### src/lattice_boundary_force_accumulator_macros.svh
// ----------------------------------------------------------------------------
// Assertion macros for the lattice boundary force accumulator
// Shorthand for clocked implication checks with an active-low reset.
// ----------------------------------------------------------------------------
`ifndef LATTICE_BOUNDARY_FORCE_ACCUMULATOR_MACROS_SVH
`define LATTICE_BOUNDARY_FORCE_ACCUMULATOR_MACROS_SVH

// Check that cons holds in the same cycle as ante
`define LBFA_ASSERT_IMP(label, ck, rn, ante, cons, msg) \
    label: assert property (@(posedge ck) disable iff (!rn) (ante) |-> (cons)) \
        else $error(msg);

// Check that cons holds in the cycle after ante
`define LBFA_ASSERT_NXT(label, ck, rn, ante, cons, msg) \
    label: assert property (@(posedge ck) disable iff (!rn) (ante) |=> (cons)) \
        else $error(msg);

`endif

### src/lbfa_pkg.sv
// ----------------------------------------------------------------------------
// lbfa_pkg
// Shared widths and constants of the boundary force accumulator.
// ----------------------------------------------------------------------------
package lbfa_pkg;

    // Distribution values, signed Q1.15
    localparam int PDF_W   = 16;
    // Density in Q.15: 1.0 plus nine deviations
    localparam int DENS_W  = 20;
    // Magnitude of a nonzero density
    localparam int DIV_W   = 19;
    // Reciprocal of density, signed Q16.16
    localparam int INV_W   = 32;
    // Scale register, unsigned Q8.16
    localparam int SCALE_W = 24;
    // Force sums, signed Q16.32
    localparam int SUM_W   = 48;
    // Output coefficients, signed Q16.16
    localparam int COEF_W  = 32;

    localparam logic signed [INV_W-1:0] INV_MAX     = 32'sh7FFF_FFFF;
    localparam logic [SCALE_W-1:0]      SCALE_RESET = 24'd65536;

endpackage

### src/lbfa_recip.sv
// ----------------------------------------------------------------------------
// lbfa_recip
// Rounded reciprocal of density, 2^31 / r in signed Q16.16, by restoring
// division at two quotient bits per cycle.
// ----------------------------------------------------------------------------
module lbfa_recip (
    input  logic                                clk,
    input  logic                                rst_n,
    input  logic                                start,
    input  logic signed [lbfa_pkg::DENS_W-1:0]  dens,
    output logic                                done,
    output logic signed [lbfa_pkg::INV_W-1:0]   inv
);
    import lbfa_pkg::*;

    localparam int ITER  = INV_W / 2;
    localparam int CNT_W = $clog2(ITER);

    typedef enum logic [1:0] {R_IDLE, R_RUN, R_FIN} rstate_t;

    rstate_t                   state_reg;
    logic [DIV_W-1:0]          div_reg;
    logic [DIV_W-1:0]          rem_reg;
    logic [INV_W-1:0]          quo_reg;
    logic                      neg_reg;
    logic [CNT_W-1:0]          cnt_reg;
    logic                      done_reg;
    logic signed [INV_W-1:0]   inv_reg;

    logic [DENS_W-1:0]         dens_abs;
    logic [INV_W-1:0]          dividend;
    logic [DIV_W:0]            rem1_w;
    logic [DIV_W:0]            rem2_w;
    logic                      ge1;
    logic                      ge2;
    logic [DIV_W:0]            rem1;
    logic [DIV_W:0]            rem2;

    // Magnitude of density and the rounded dividend 2^31 + m/2
    always_comb
    begin
        dens_abs = dens[DENS_W-1] ? (DENS_W'(0) - dens) : dens;
        dividend = (INV_W'(1) << (INV_W - 1)) + INV_W'(dens_abs[DIV_W-1:1]);
    end

    // Two restoring steps per cycle, dividend shifts out as quotient shifts in
    always_comb
    begin
        rem1_w = {rem_reg, quo_reg[INV_W-1]};
        ge1    = (rem1_w >= {1'b0, div_reg});
        rem1   = ge1 ? (rem1_w - {1'b0, div_reg}) : rem1_w;
        rem2_w = {rem1[DIV_W-1:0], quo_reg[INV_W-2]};
        ge2    = (rem2_w >= {1'b0, div_reg});
        rem2   = ge2 ? (rem2_w - {1'b0, div_reg}) : rem2_w;
    end

    // Sequencer
    always_ff @(posedge clk or negedge rst_n)
    begin
        if (!rst_n)
        begin
            state_reg <= R_IDLE;
            div_reg   <= '0;
            rem_reg   <= '0;
            quo_reg   <= '0;
            neg_reg   <= 1'b0;
            cnt_reg   <= '0;
            done_reg  <= 1'b0;
            inv_reg   <= '0;
        end
        else
        begin
            done_reg <= 1'b0;
            unique case (state_reg)
                R_IDLE:
                begin
                    if (start)
                    begin
                        if (dens == '0)
                        begin
                            // zero density: take the largest positive value
                            inv_reg  <= INV_MAX;
                            done_reg <= 1'b1;
                        end
                        else
                        begin
                            div_reg   <= dens_abs[DIV_W-1:0];
                            neg_reg   <= dens[DENS_W-1];
                            rem_reg   <= '0;
                            quo_reg   <= dividend;
                            cnt_reg   <= '0;
                            state_reg <= R_RUN;
                        end
                    end
                end
                R_RUN:
                begin
                    rem_reg <= rem2[DIV_W-1:0];
                    quo_reg <= {quo_reg[INV_W-3:0], ge1, ge2};
                    cnt_reg <= cnt_reg + CNT_W'(1);
                    if (cnt_reg == CNT_W'(ITER - 1))
                    begin
                        state_reg <= R_FIN;
                    end
                end
                R_FIN:
                begin
                    // clip 2^31 on the positive side, apply sign otherwise
                    if (!neg_reg)
                    begin
                        inv_reg <= quo_reg[INV_W-1] ? INV_MAX : quo_reg;
                    end
                    else
                    begin
                        inv_reg <= INV_W'(0) - quo_reg;
                    end
                    done_reg  <= 1'b1;
                    state_reg <= R_IDLE;
                end
                default:
                begin
                    state_reg <= R_IDLE;
                end
            endcase
        end
    end

    assign done = done_reg;
    assign inv  = inv_reg;

endmodule

### src/lattice_boundary_force_accumulator.sv
// ----------------------------------------------------------------------------
// lattice_boundary_force_accumulator
// Momentum exchange force sums over the boundary cells of a D2Q9 lattice,
// reported as drag and lift coefficients at the last cell of a time step.
// ----------------------------------------------------------------------------
// Usage:
//   Input channel (in_valid/in_ready) carries one boundary fluid cell per
//   transfer: nine distribution deviations, the obstacle link mask and the
//   last-cell flag. Output channel (out_valid/out_ready) carries one result
//   per last cell: drag, lift and the clip flag.
//   Sequence: after its transfer a cell starts the radix-4 reciprocal
//   divider, then runs its eight links through the shared multiplier. A
//   last cell then scales both sums on the same multiplier and loads the
//   output register. in_ready is high only when the sequencer is idle, so
//   a new cell is taken only after the previous one is through the sequencer.
//   Reset clears both force sums, the output register and the sequencer and
//   loads the scale register with 1.0. The scale register is written through
//   cfg_wr_en/cfg_wr_data at any clock edge.
//   Receiver stall: the result waits in the output register; further cells
//   are still taken, and the block holds only when a new result is ready
//   while the previous one has not been transferred.
// ----------------------------------------------------------------------------
`include "lattice_boundary_force_accumulator_macros.svh"

module lattice_boundary_force_accumulator (
    input  logic                                  clk,
    input  logic                                  rst_n,
    input  logic                                  cfg_wr_en,
    input  logic [lbfa_pkg::SCALE_W-1:0]          cfg_wr_data,
    input  logic                                  in_valid,
    output logic                                  in_ready,
    input  logic signed [lbfa_pkg::PDF_W-1:0]     pdf_center,
    input  logic signed [lbfa_pkg::PDF_W-1:0]     pdf_north,
    input  logic signed [lbfa_pkg::PDF_W-1:0]     pdf_south,
    input  logic signed [lbfa_pkg::PDF_W-1:0]     pdf_west,
    input  logic signed [lbfa_pkg::PDF_W-1:0]     pdf_east,
    input  logic signed [lbfa_pkg::PDF_W-1:0]     pdf_northwest,
    input  logic signed [lbfa_pkg::PDF_W-1:0]     pdf_northeast,
    input  logic signed [lbfa_pkg::PDF_W-1:0]     pdf_southwest,
    input  logic signed [lbfa_pkg::PDF_W-1:0]     pdf_southeast,
    input  logic [7:0]                            link_mask,
    input  logic                                  last_cell,
    output logic                                  out_valid,
    input  logic                                  out_ready,
    output logic signed [lbfa_pkg::COEF_W-1:0]    drag_coef,
    output logic signed [lbfa_pkg::COEF_W-1:0]    lift_coef,
    output logic                                  saturated
);
    import lbfa_pkg::*;

    localparam int LINK_N     = 8;
    localparam int LINK_IDX_W = $clog2(LINK_N);
    localparam int LINK_CNT_W = $clog2(LINK_N + 1);
    localparam int TERM_W     = SUM_W + 1;
    localparam int ACC_W      = SUM_W + 2;
    localparam int HALF_W     = SUM_W / 2;
    localparam int MUL_A_W    = HALF_W + 1;
    localparam int MUL_B_W    = INV_W + 1;
    localparam int PROD_W     = MUL_A_W + MUL_B_W;
    localparam int LO_W       = SUM_W + 1 - HALF_W;
    localparam int MAG_W      = SUM_W + 1 - 8;

    typedef enum logic [3:0] {
        S_IDLE, S_RSTART, S_RWAIT, S_LINK, S_ABS, S_XLO, S_XHI,
        S_YLO, S_YHI, S_YMAG, S_YSAT, S_EMIT
    } state_t;

    typedef enum logic [1:0] {DIR_ZERO, DIR_POS, DIR_NEG} dir_t;

    typedef struct packed {
        logic [COEF_W-1:0] val;
        logic              clip;
    } coef_t;

    // x component of each moving direction, N..SE
    function automatic dir_t link_cx(input logic [LINK_IDX_W-1:0] k);
        dir_t d;
        unique case (k)
            3'd0, 3'd1: d = DIR_ZERO;
            3'd2, 3'd4, 3'd6: d = DIR_NEG;
            3'd3, 3'd5, 3'd7: d = DIR_POS;
            default: d = DIR_ZERO;
        endcase
        return d;
    endfunction

    // y component of each moving direction, N..SE
    function automatic dir_t link_cy(input logic [LINK_IDX_W-1:0] k);
        dir_t d;
        unique case (k)
            3'd0, 3'd4, 3'd5: d = DIR_POS;
            3'd1, 3'd6, 3'd7: d = DIR_NEG;
            3'd2, 3'd3: d = DIR_ZERO;
            default: d = DIR_ZERO;
        endcase
        return d;
    endfunction

    // Add or subtract a link term, saturating to the sum range
    function automatic logic signed [SUM_W-1:0] sat_acc(
        input logic signed [SUM_W-1:0]  s,
        input logic signed [TERM_W-1:0] t,
        input dir_t                     d
    );
        logic signed [ACC_W-1:0] ws;
        logic signed [ACC_W-1:0] wt;
        logic signed [ACC_W-1:0] r;
        logic signed [SUM_W-1:0] res;
        ws = ACC_W'(s);
        wt = ACC_W'(t);
        unique case (d)
            DIR_POS: r = ws + wt;
            DIR_NEG: r = ws - wt;
            default: r = ws;
        endcase
        if (r[ACC_W-1] && !(&r[ACC_W-2:SUM_W-1]))
        begin
            res = {1'b1, {(SUM_W-1){1'b0}}};
        end
        else if (!r[ACC_W-1] && (|r[ACC_W-2:SUM_W-1]))
        begin
            res = {1'b0, {(SUM_W-1){1'b1}}};
        end
        else
        begin
            res = r[SUM_W-1:0];
        end
        return res;
    endfunction

    // Clip a rounded magnitude to Q16.16 and apply its sign
    function automatic coef_t sat_coef(input logic [MAG_W-1:0] m, input logic neg);
        coef_t c;
        c.clip = 1'b0;
        if (!neg)
        begin
            if (m > MAG_W'(32'h7FFF_FFFF))
            begin
                c.clip = 1'b1;
                c.val  = 32'h7FFF_FFFF;
            end
            else
            begin
                c.val = m[COEF_W-1:0];
            end
        end
        else
        begin
            if (m > MAG_W'(32'h8000_0000))
            begin
                c.clip = 1'b1;
                c.val  = 32'h8000_0000;
            end
            else
            begin
                c.val = COEF_W'(0) - m[COEF_W-1:0];
            end
        end
        return c;
    endfunction

    state_t                     state_reg;
    logic [LINK_CNT_W-1:0]      link_cnt_reg;
    logic [SCALE_W-1:0]         scale_reg;

    logic signed [PDF_W-1:0]    pdf_reg [LINK_N];
    logic [LINK_N-1:0]          mask_reg;
    logic                       last_reg;
    logic signed [DENS_W-1:0]   dens_reg;
    logic signed [DENS_W-1:0]   dens_calc;

    logic                       recip_start;
    logic                       recip_done;
    logic signed [INV_W-1:0]    recip_inv;

    logic signed [MUL_A_W-1:0]  mul_a;
    logic signed [MUL_B_W-1:0]  mul_b;
    logic signed [PROD_W-1:0]   prod_reg;
    logic                       prod_vld_reg;
    logic [LINK_IDX_W-1:0]      prod_link_reg;
    logic signed [TERM_W-1:0]   term;

    logic signed [SUM_W-1:0]    sum_x_reg;
    logic signed [SUM_W-1:0]    sum_y_reg;
    logic                       sum_clr;

    logic [SUM_W-1:0]           mx_reg;
    logic [SUM_W-1:0]           my_reg;
    logic                       negx_reg;
    logic                       negy_reg;
    logic [LO_W-1:0]            lo_reg;
    logic [MAG_W-1:0]           mag_reg;
    logic [SUM_W:0]             lo_sum;
    logic [SUM_W:0]             hi_sum;
    coef_t                      coef_calc;
    logic signed [COEF_W-1:0]   drag_res_reg;
    logic signed [COEF_W-1:0]   lift_res_reg;
    logic                       clip_reg;

    logic                       out_valid_reg;
    logic signed [COEF_W-1:0]   drag_coef_reg;
    logic signed [COEF_W-1:0]   lift_coef_reg;
    logic                       saturated_reg;
    logic                       emit_go;
    logic                       in_fire;
    logic                       link_issue;

    assign in_ready    = (state_reg == S_IDLE);
    assign in_fire     = in_valid && in_ready;
    assign recip_start = (state_reg == S_RSTART);
    assign emit_go     = (state_reg == S_EMIT) && (!out_valid_reg || out_ready);
    assign sum_clr     = emit_go;
    assign link_issue  = (state_reg == S_LINK) && (link_cnt_reg != LINK_CNT_W'(LINK_N));

    // Density as 1.0 plus the nine deviations
    always_comb
    begin
        dens_calc = DENS_W'(32768) + DENS_W'(pdf_center)
                  + DENS_W'(pdf_north) + DENS_W'(pdf_south)
                  + DENS_W'(pdf_west) + DENS_W'(pdf_east)
                  + DENS_W'(pdf_northwest) + DENS_W'(pdf_northeast)
                  + DENS_W'(pdf_southwest) + DENS_W'(pdf_southeast);
    end

    // Capture the cell on transfer
    always_ff @(posedge clk)
    begin
        if (in_fire)
        begin
            pdf_reg[0] <= pdf_north;
            pdf_reg[1] <= pdf_south;
            pdf_reg[2] <= pdf_west;
            pdf_reg[3] <= pdf_east;
            pdf_reg[4] <= pdf_northwest;
            pdf_reg[5] <= pdf_northeast;
            pdf_reg[6] <= pdf_southwest;
            pdf_reg[7] <= pdf_southeast;
            mask_reg   <= link_mask;
            last_reg   <= last_cell;
            dens_reg   <= dens_calc;
        end
    end

    // Scale register
    always_ff @(posedge clk or negedge rst_n)
    begin
        if (!rst_n)
        begin
            scale_reg <= SCALE_RESET;
        end
        else if (cfg_wr_en)
        begin
            scale_reg <= cfg_wr_data;
        end
    end

    lbfa_recip u_recip (
        .clk   (clk),
        .rst_n (rst_n),
        .start (recip_start),
        .dens  (dens_reg),
        .done  (recip_done),
        .inv   (recip_inv)
    );

    // Shared multiplier operand select: link terms, then the scaling halves
    always_comb
    begin
        mul_a = '0;
        mul_b = '0;
        if (link_issue)
        begin
            mul_a = MUL_A_W'(pdf_reg[link_cnt_reg[LINK_IDX_W-1:0]]);
            mul_b = MUL_B_W'(recip_inv);
        end
        else
        begin
            unique case (state_reg)
                S_XLO: mul_a = MUL_A_W'({1'b0, mx_reg[HALF_W-1:0]});
                S_XHI: mul_a = MUL_A_W'({1'b0, mx_reg[SUM_W-1:HALF_W]});
                S_YLO: mul_a = MUL_A_W'({1'b0, my_reg[HALF_W-1:0]});
                S_YHI: mul_a = MUL_A_W'({1'b0, my_reg[SUM_W-1:HALF_W]});
                default: mul_a = '0;
            endcase
            mul_b = MUL_B_W'({1'b0, scale_reg});
        end
    end

    // Register the product
    always_ff @(posedge clk)
    begin
        prod_reg <= mul_a * mul_b;
    end

    // Tag products that belong to a masked link
    always_ff @(posedge clk or negedge rst_n)
    begin
        if (!rst_n)
        begin
            prod_vld_reg  <= 1'b0;
            prod_link_reg <= '0;
        end
        else
        begin
            prod_vld_reg  <= link_issue && mask_reg[link_cnt_reg[LINK_IDX_W-1:0]];
            prod_link_reg <= link_cnt_reg[LINK_IDX_W-1:0];
        end
    end

    // Link term 2*f*rho_inv in Q16.32
    assign term = {prod_reg[SUM_W-1:0], 1'b0};

    // Force sums: accumulate link terms, clear once the result is out
    always_ff @(posedge clk or negedge rst_n)
    begin
        if (!rst_n)
        begin
            sum_x_reg <= '0;
            sum_y_reg <= '0;
        end
        else if (sum_clr)
        begin
            sum_x_reg <= '0;
            sum_y_reg <= '0;
        end
        else if (prod_vld_reg)
        begin
            sum_x_reg <= sat_acc(sum_x_reg, term, link_cx(prod_link_reg));
            sum_y_reg <= sat_acc(sum_y_reg, term, link_cy(prod_link_reg));
        end
    end

    // Rounding of magnitude * scale / 2^32 from two partial products
    always_comb
    begin
        lo_sum    = {1'b0, prod_reg[SUM_W-1:0]} + ((SUM_W+1)'(1) << 31);
        hi_sum    = {1'b0, prod_reg[SUM_W-1:0]} + (SUM_W+1)'(lo_reg);
        coef_calc = sat_coef(mag_reg, (state_reg == S_YHI) ? negx_reg : negy_reg);
    end

    // Sequencer and output register
    always_ff @(posedge clk or negedge rst_n)
    begin
        if (!rst_n)
        begin
            state_reg     <= S_IDLE;
            link_cnt_reg  <= '0;
            mx_reg        <= '0;
            my_reg        <= '0;
            negx_reg      <= 1'b0;
            negy_reg      <= 1'b0;
            lo_reg        <= '0;
            mag_reg       <= '0;
            drag_res_reg  <= '0;
            lift_res_reg  <= '0;
            clip_reg      <= 1'b0;
            out_valid_reg <= 1'b0;
            drag_coef_reg <= '0;
            lift_coef_reg <= '0;
            saturated_reg <= 1'b0;
        end
        else
        begin
            // drop the result once the receiver takes it, unless a new one loads
            if (out_valid_reg && out_ready && !emit_go)
            begin
                out_valid_reg <= 1'b0;
            end
            unique case (state_reg)
                S_IDLE:
                begin
                    if (in_fire)
                    begin
                        state_reg <= S_RSTART;
                    end
                end
                S_RSTART:
                begin
                    state_reg <= S_RWAIT;
                end
                S_RWAIT:
                begin
                    if (recip_done)
                    begin
                        link_cnt_reg <= '0;
                        state_reg    <= S_LINK;
                    end
                end
                S_LINK:
                begin
                    link_cnt_reg <= link_cnt_reg + LINK_CNT_W'(1);
                    if (link_cnt_reg == LINK_CNT_W'(LINK_N))
                    begin
                        state_reg <= last_reg ? S_ABS : S_IDLE;
                    end
                end
                S_ABS:
                begin
                    negx_reg  <= sum_x_reg[SUM_W-1];
                    negy_reg  <= sum_y_reg[SUM_W-1];
                    mx_reg    <= sum_x_reg[SUM_W-1] ? (SUM_W'(0) - sum_x_reg) : sum_x_reg;
                    my_reg    <= sum_y_reg[SUM_W-1] ? (SUM_W'(0) - sum_y_reg) : sum_y_reg;
                    state_reg <= S_XLO;
                end
                S_XLO:
                begin
                    state_reg <= S_XHI;
                end
                S_XHI:
                begin
                    lo_reg    <= lo_sum[SUM_W:HALF_W];
                    state_reg <= S_YLO;
                end
                S_YLO:
                begin
                    mag_reg   <= hi_sum[SUM_W:8];
                    state_reg <= S_YHI;
                end
                S_YHI:
                begin
                    lo_reg       <= lo_sum[SUM_W:HALF_W];
                    drag_res_reg <= coef_calc.val;
                    clip_reg     <= coef_calc.clip;
                    state_reg    <= S_YMAG;
                end
                S_YMAG:
                begin
                    mag_reg   <= hi_sum[SUM_W:8];
                    state_reg <= S_YSAT;
                end
                S_YSAT:
                begin
                    lift_res_reg <= coef_calc.val;
                    clip_reg     <= clip_reg | coef_calc.clip;
                    state_reg    <= S_EMIT;
                end
                S_EMIT:
                begin
                    // hold until the output register is free
                    if (emit_go)
                    begin
                        out_valid_reg <= 1'b1;
                        drag_coef_reg <= drag_res_reg;
                        lift_coef_reg <= lift_res_reg;
                        saturated_reg <= clip_reg;
                        state_reg     <= S_IDLE;
                    end
                end
                default:
                begin
                    state_reg <= S_IDLE;
                end
            endcase
        end
    end

    assign out_valid = out_valid_reg;
    assign drag_coef = drag_coef_reg;
    assign lift_coef = lift_coef_reg;
    assign saturated = saturated_reg;

    // Checks
    `LBFA_ASSERT_IMP(a_recip_done_wait, clk, rst_n, recip_done, state_reg == S_RWAIT,
        "reciprocal finished outside its wait state")
    `LBFA_ASSERT_IMP(a_out_from_emit, clk, rst_n, $rose(out_valid), $past(state_reg == S_EMIT),
        "result presented without an emit step")
    `LBFA_ASSERT_IMP(a_busy_on_product, clk, rst_n, prod_vld_reg, !in_ready,
        "new cell accepted while a link term is pending")
    `LBFA_ASSERT_NXT(a_sums_cleared, clk, rst_n, sum_clr, (sum_x_reg == '0) && (sum_y_reg == '0),
        "force sums not cleared after a result")

endmodule

### config.mk
export PLATFORM = sky130hd
export DESIGN_NAME = lattice_boundary_force_accumulator
export DESIGN_NICKNAME = d
export VERILOG_FILES = /design/src/lbfa_pkg.sv /design/src/lbfa_recip.sv /design/src/lattice_boundary_force_accumulator.sv
export VERILOG_INCLUDE_DIRS = /design/src /design/src/src
export SDC_FILE = /design/constraint.sdc
export NUM_CORES = 2
export LEC_CHECK = 0
export ABC_CLOCK_PERIOD_IN_PS = 15500
export BUFFER_PORTS_ARGS = -buffer_cell sky130_fd_sc_hd__buf_2
export CORE_MARGIN = 8
export CORE_UTILIZATION = 60
export DETAILED_ROUTE_END_ITERATION = 16
export PLACE_DENSITY_LB_ADDON = 0.12
export SLEW_MARGIN = 20
export SYNTH_ARGS = -nofsm -noshare
export SYNTH_HDL_FRONTEND = slang
export SYNTH_SLANG_ARGS = --single-unit
### constraint.sdc
create_clock -name clk -period 15.5 [get_ports clk]
set_clock_uncertainty 0.05 [all_clocks]
set_input_delay 0.775 -clock clk [delete_from_list [all_inputs] [get_ports clk]]
set_output_delay 0.775 -clock clk [all_outputs]
set_load 0.01 [all_outputs]
* Word-level counts from Yosys, hierarchy flattened
Memory sizes are Yosys's and may differ from the RTL's.
Cells that the tools add are included.
** Storage, ports and cells
- Flip-flop bits (word level) :: 614
- Bits in writable memories :: 128
- Bits in read-only memories :: 32
- Input bits :: 182
- Output and inout port bits :: 67
- Logic and storage cells :: 209
- Memories kept :: 3
** Operators by class
- $add $sub $neg :: 25
- Multiply operators :: 1
- $lt $le $gt $ge :: 5
- Equal/unequal tests :: 28
- Multiplexer cells :: 69
- Bitwise logic cells :: 2
- Reduce and logical (&&, ||, !) cells :: 42
** Memories
- pdf_reg :: depth 8, width 16, rd ports 1, clocked after Yosys merged registers in 0, write ports 8, RTL line lattice_boundary_force_accumulator.sv:166 : logic signed [PDF_W-1:0] pdf_reg [LINK_N];
- (name not given) :: depth 8, width 2, rd ports 1, clocked after Yosys merged registers in 0, write ports 0, RTL line lattice_boundary_force_accumulator.sv:78 : unique case (k)
- (name not given) :: depth 8, width 2, rd ports 1, clocked after Yosys merged registers in 0, write ports 0, RTL line lattice_boundary_force_accumulator.sv:90 : unique case (k)
** Operators by type and width (count)
- $mux 48 :: 10
- $mux 32 :: 7
- $mux 50 :: 4
- $pmux 50 s2 :: 2
- $pmux 32 s2 :: 2
- $add 20x16->20 :: 6
- $add 48x49->50 :: 2
- $sub 48x49->50 :: 2
- $pmux 24 s4 :: 1
- $sub 1x48->48 const A :: 2
- $mux 19 :: 5
- $mux 33 :: 2
- $sub 1x32->32 const A :: 2
- $add 48x25->49 :: 1
- $add 48x32->49 const B :: 1
- $mul 25x33->48 :: 1
- $pmux 4 s12 :: 1
- $gt 41x31->1 const B :: 1
- $gt 41x32->1 const B :: 1
- $ge 20x19->1 :: 2
- $pmux 19 s2 :: 1
- $sub 19x19->19 :: 2
- $add 32x18->32 const A :: 1
- $mux 31 :: 1
- 38 further kinds :: 112

* Depth between registers and ports, before layout
- Word-level depth :: 14
- Depth in mapped cells :: 39

* Hierarchy
Synthesis repeated with hierarchy kept, for this count alone.
** Unflattened totals
- Cells, all modules :: 7703
- Area total of the unflattened synthesis :: 71975.3 sq um
** Modules (own cells, without submodules)
- lattice_boundary_force_accumulator :: times used 1, cells an instance 6833, area an instance 64373.0 sq um, sequential area each 16361.9 sq um
- lbfa_recip :: times used 1, cells an instance 870, area an instance 7602.3 sq um, sequential area each 2752.6 sq um

* Worst setup path before layout
OpenSTA, ideal clock, no wires.
- Path type :: reg-to-reg
- Start :: reg link_cnt_reg[0]
- End :: reg prod_reg[47]
- Library setup time :: 72 ps
- Data arrival time :: 10816 ps
- Required time :: 15378 ps
- Setup slack :: 4561 ps
- Stages on the path, launching flop included :: 36
- Buffers on the path :: 7
- Period minus slack after synthesis :: 10939 ps
- Cells stage by stage :: dfrtp_1 buf_1 buf_1 clkbuf_1 inv_1 ha_1 a31oi_1 clkbuf_1 clkbuf_1 clkbuf_1 mux2i_1 clkbuf_1 nor2_1 fa_1 fa_1 inv_1 fa_1 inv_1 fa_1 inv_1 fa_1 inv_1 fa_1 fa_1 ha_1 a21o_1 a2111oi_0 o31a_1 o41a_1 o21a_1 o21ai_0 a311o_1 a311o_1 a221o_1 a21oi_1 xnor2_1
** Between the ends
- Longest elaborated chain between the ends :: 4
** Ends and longest elaborated chain
- start, declared :: RTL line lattice_boundary_force_accumulator.sv:163 : logic [LINK_CNT_W-1:0] link_cnt_reg;
- start signal, assigned :: RTL line lattice_boundary_force_accumulator.sv:391 : link_cnt_reg <= link_cnt_reg + LINK_CNT_W'(1);
- parallel branches: the longest is 3 deep, another holds $mem_v2 8x16
- $mul 25x33->48 * :: RTL line lattice_boundary_force_accumulator.sv:292 : prod_reg <= mul_a * mul_b;
- end signal, assigned :: RTL line lattice_boundary_force_accumulator.sv:292
- end, declared :: RTL line lattice_boundary_force_accumulator.sv:178 : logic signed [PROD_W-1:0] prod_reg;
Mark *: on every way between the ends.
A chain may end at the register's enable or synchronous reset.

* Worst setup path after layout
Ends and elaborated chain as after synthesis.

==> out/qor.yml <==
run_status:
  outcome: "finished clean"
critical_path:
  cp.required_ns: 16.01
  startpoint_type: "flop"
  cpMaxStageDelayCell: "nand2_1"
  reg2reg_depth: 28
  end_kind: "flop"
  r2r_start: "link_cnt_reg[0]$_DFFE_PN0P_"
  reg2reg_to: "prod_reg[47]$_DFF_P_"
  cp_max_fo: 36
  timing.critical_path.mode_cell: "fa_1"
  arrival_ns: 11.84
  ff2ff_setup_slack_ns: 4.17
  crit_path_max_incr_delay_ns: 0.80
  critPathKind: "reg -> reg"
die:
  start_util: 0.605
  die_w_um: 358
  core_mm2: 0.116
  dieArea_mm2: 0.128
  fp-row-count: 125
  ioPinCount: 249
  die_h_um: 358
synth:
  synth_top_area_cell: "fa_1"
  synth-edff-count: 157
  synthCells: 7407
  synth.most_common_cell: "nand2_1"
  yosysSeqAreaShare: 0.272
  synth_nets: 8783
  synth.distinct_cells: 91
  synth_area_leaders: "fa_1 24%, dfrtp_1 19%, edfxtp_1 6.7%"
  synth_top_family_by_area: "adder cells"
  ys_async_sr_fraction: 0.724
  synthSimpleGateAreaFrac: 0.139
  synth_area_mm2: 0.0702
  synthAdderAreaFrac: 0.303
  synth_top_area_frac: 0.239
  yosys.area_share.xor_xnor: 0.0608
  synthMuxAreaShare: 0.0348
  synth_commonest_cells: "938 x nand2_1, 910 x inv_1, 839 x fa_1, 668 x nor2_1, 536 x dfrtp_1"
  synth_compound_area_frac: 0.120
  avgSynthCellArea_um2: 9.47
  yosysWarnings: 0
  synth-seq-cells: 742
  synthFlopType: "dfrtp_1"
sta:
  setup_viol: 0
  fin_crit_sh: 0.731
  slew_headroom: 0.226
  fin_crit_ns: 11.33
  rsz0062_at_grt: "false"
  final.setup.tns_ns: 0
  tightest_slew_ns: 1.16
  hold_viol_final: 0
  setup_ws_ns: 4.17
  max_freq_ghz: 0.0883
  slew_violations: 0
place:
  dp_hpwl_mm: 171
  dp_worst_setup_slack_ns: 4.40
  gp_congestion: 0.981
  post_dp_cell_area_mm2: 0.0729
  numPortBuffers: 248
route:
  drt_iter0_drc: 5609
  vias_per_cell: 6.10
  drc: 0
  drt-total-wl_mm: 217
  first_pass_iters: 5
  antenna_left: 0
  route.vias.total: 55400
  wl_per_cell_um: 23.9
clocking:
  worstSkewPairLatency_ns: 0.72
  cts_root_buffer: "clkbuf_16"
  cts_buffer_depth: 3
  numCtsBuffers: 85
  cts.sink_count: 742
  cts_resized: 0
  cts_htree_levels: 3
  clkTransAtPathRegs_ns: 0.06
  cts_hold_buf: 0
  post_cts_buffers: 0
  cts_tree: "done"
layout:
  final_nets: 8859
  post-route-util: 0.653
  largest_reg_flops: 128
  fin_area_mm2: 0.0757
  synthToLayoutAreaGrowth_pct: 7.93
  drive_gt1_frac: 0.107
grt:
  first_global_vias: 55400
  grt_usage: 0.340
  overflow: 0
  grt_max_degree: 128
  grt_pass1_wl_mm: 333
  antenna_found_initial: 9
flow_run:
  cap_viol_max_count: 0
hold_path:
  hp-class: "in -> async"
## stage by stage
step                      cells  hold slack (ns)
after floorplan            7407            0.326
after global placement     8918            0.409
after detailed placement   8918            0.414
after CTS                  9075            0.121
after global routing       9078            0.158
final                      9082            0.106
## how the worst max path moves through the flow
| stage | to | startpoint | depth (start not counted) | slack (ns) |
|---|---|---|---|---|
| 2_1_floorplan | prod_reg[47]$_DFF_P_ | link_cnt_reg[0]$_DFFE_PN0P_ | 35 | 4.56 |
| 3_3_place_gp | prod_reg[47]$_DFF_P_ | link_cnt_reg[0]$_DFFE_PN0P_ | 28 | 4.58 |
| 3_5_place_dp | prod_reg[47]$_DFF_P_ | link_cnt_reg[0]$_DFFE_PN0P_ | 28 | 4.40 |
| 4_1_cts | prod_reg[47]$_DFF_P_ | link_cnt_reg[0]$_DFFE_PN0P_ | 28 | 4.34 |
| 5_1_grt | prod_reg[47]$_DFF_P_ | link_cnt_reg[0]$_DFFE_PN0P_ | 28 | 3.64 |
| 6_report | prod_reg[47]$_DFF_P_ | link_cnt_reg[0]$_DFFE_PN0P_ | 28 | 4.17 |
## cell type report
cell class / count / area [µm²]
multi-input cells: 5379 / 46300
well taps: 1524 / 1910
clock buffers: 114 / 2350
inverters: 911 / 3420
flip-flops and latches: 742 / 19100
fillers: 9603 / 40300
repair buffers: 364 / 2160
diodes: 5 / 12.5
clock inverters: 43 / 468
## layer usage
layer	part of all wire	vias up	GRT usage
met1	0.40	27600	0.467
li1	-	24500	-
met3	0.11	548	0.0898
met2	0.44	2684	0.508
met4	0.052	4	0.153
met5	0.00012	-	0
## logic make-up after synthesis
group,Yosys count
flip-flops,742
adder cells (fa/ha/maj),1194
multiplexers,189
AND/OR/NAND/NOR,2210
buffers and inverters,1286
XOR/XNOR,485
AO/OA/AOI/OAI,1301
## cell usage in the layout, fill, tap and decap left out, types with 22 or more instances in the layout
master / Yosys / final
nand2_1: 938 / 934
inv_1: 910 / 910
fa_1: 839 / 839
nor2_1: 668 / 664
dfrtp_1: 536 / 534
o21ai_0: 412 / 411
ha_1: 355 / 353
a21oi_1: 301 / 298
xnor2_1: 260 / 260
buf_2: 11 / 247
xor2_1: 224 / 224
edfxtp_1: 157 / 157
nand3_1: 136 / 135
a21o_1: 114 / 114
buf_4: 6 / 112
mux2_2: 99 / 99
o221a_2: 92 / 92
clkbuf_16: 0 / 86
o31ai_1: 74 / 74
nor3_1: 61 / 59
nand2b_1: 58 / 57
and3_1: 56 / 56
mux2i_1: 56 / 51
dfxtp_1: 48 / 48
and2_1: 48 / 47
or3_1: 45 / 44
a22oi_1: 43 / 43
nor2b_1: 41 / 40
nand4_1: 35 / 35
mux4_2: 34 / 34
o21bai_1: 30 / 30
or4_1: 29 / 29
o21a_1: 27 / 27
o41ai_1: 24 / 24
nor4_1: 23 / 23
a31oi_1: 23 / 22
## critical path: cells and delay by family (launching register included)
kind,cells,cell delay (ns)
AND/OR/NAND/NOR,3,1.44
multiplexers,2,1.12
AO/OA/AOI/OAI,11,3.56
flip-flops,1,0.39
adder cells (fa/ha/maj),8,3.81
XOR/XNOR,1,0.09
buffers and inverters,3,0.70
Power is not shown: default switching activity piles up to over one toggle a cycle in this logic, so the estimate is an artifact.
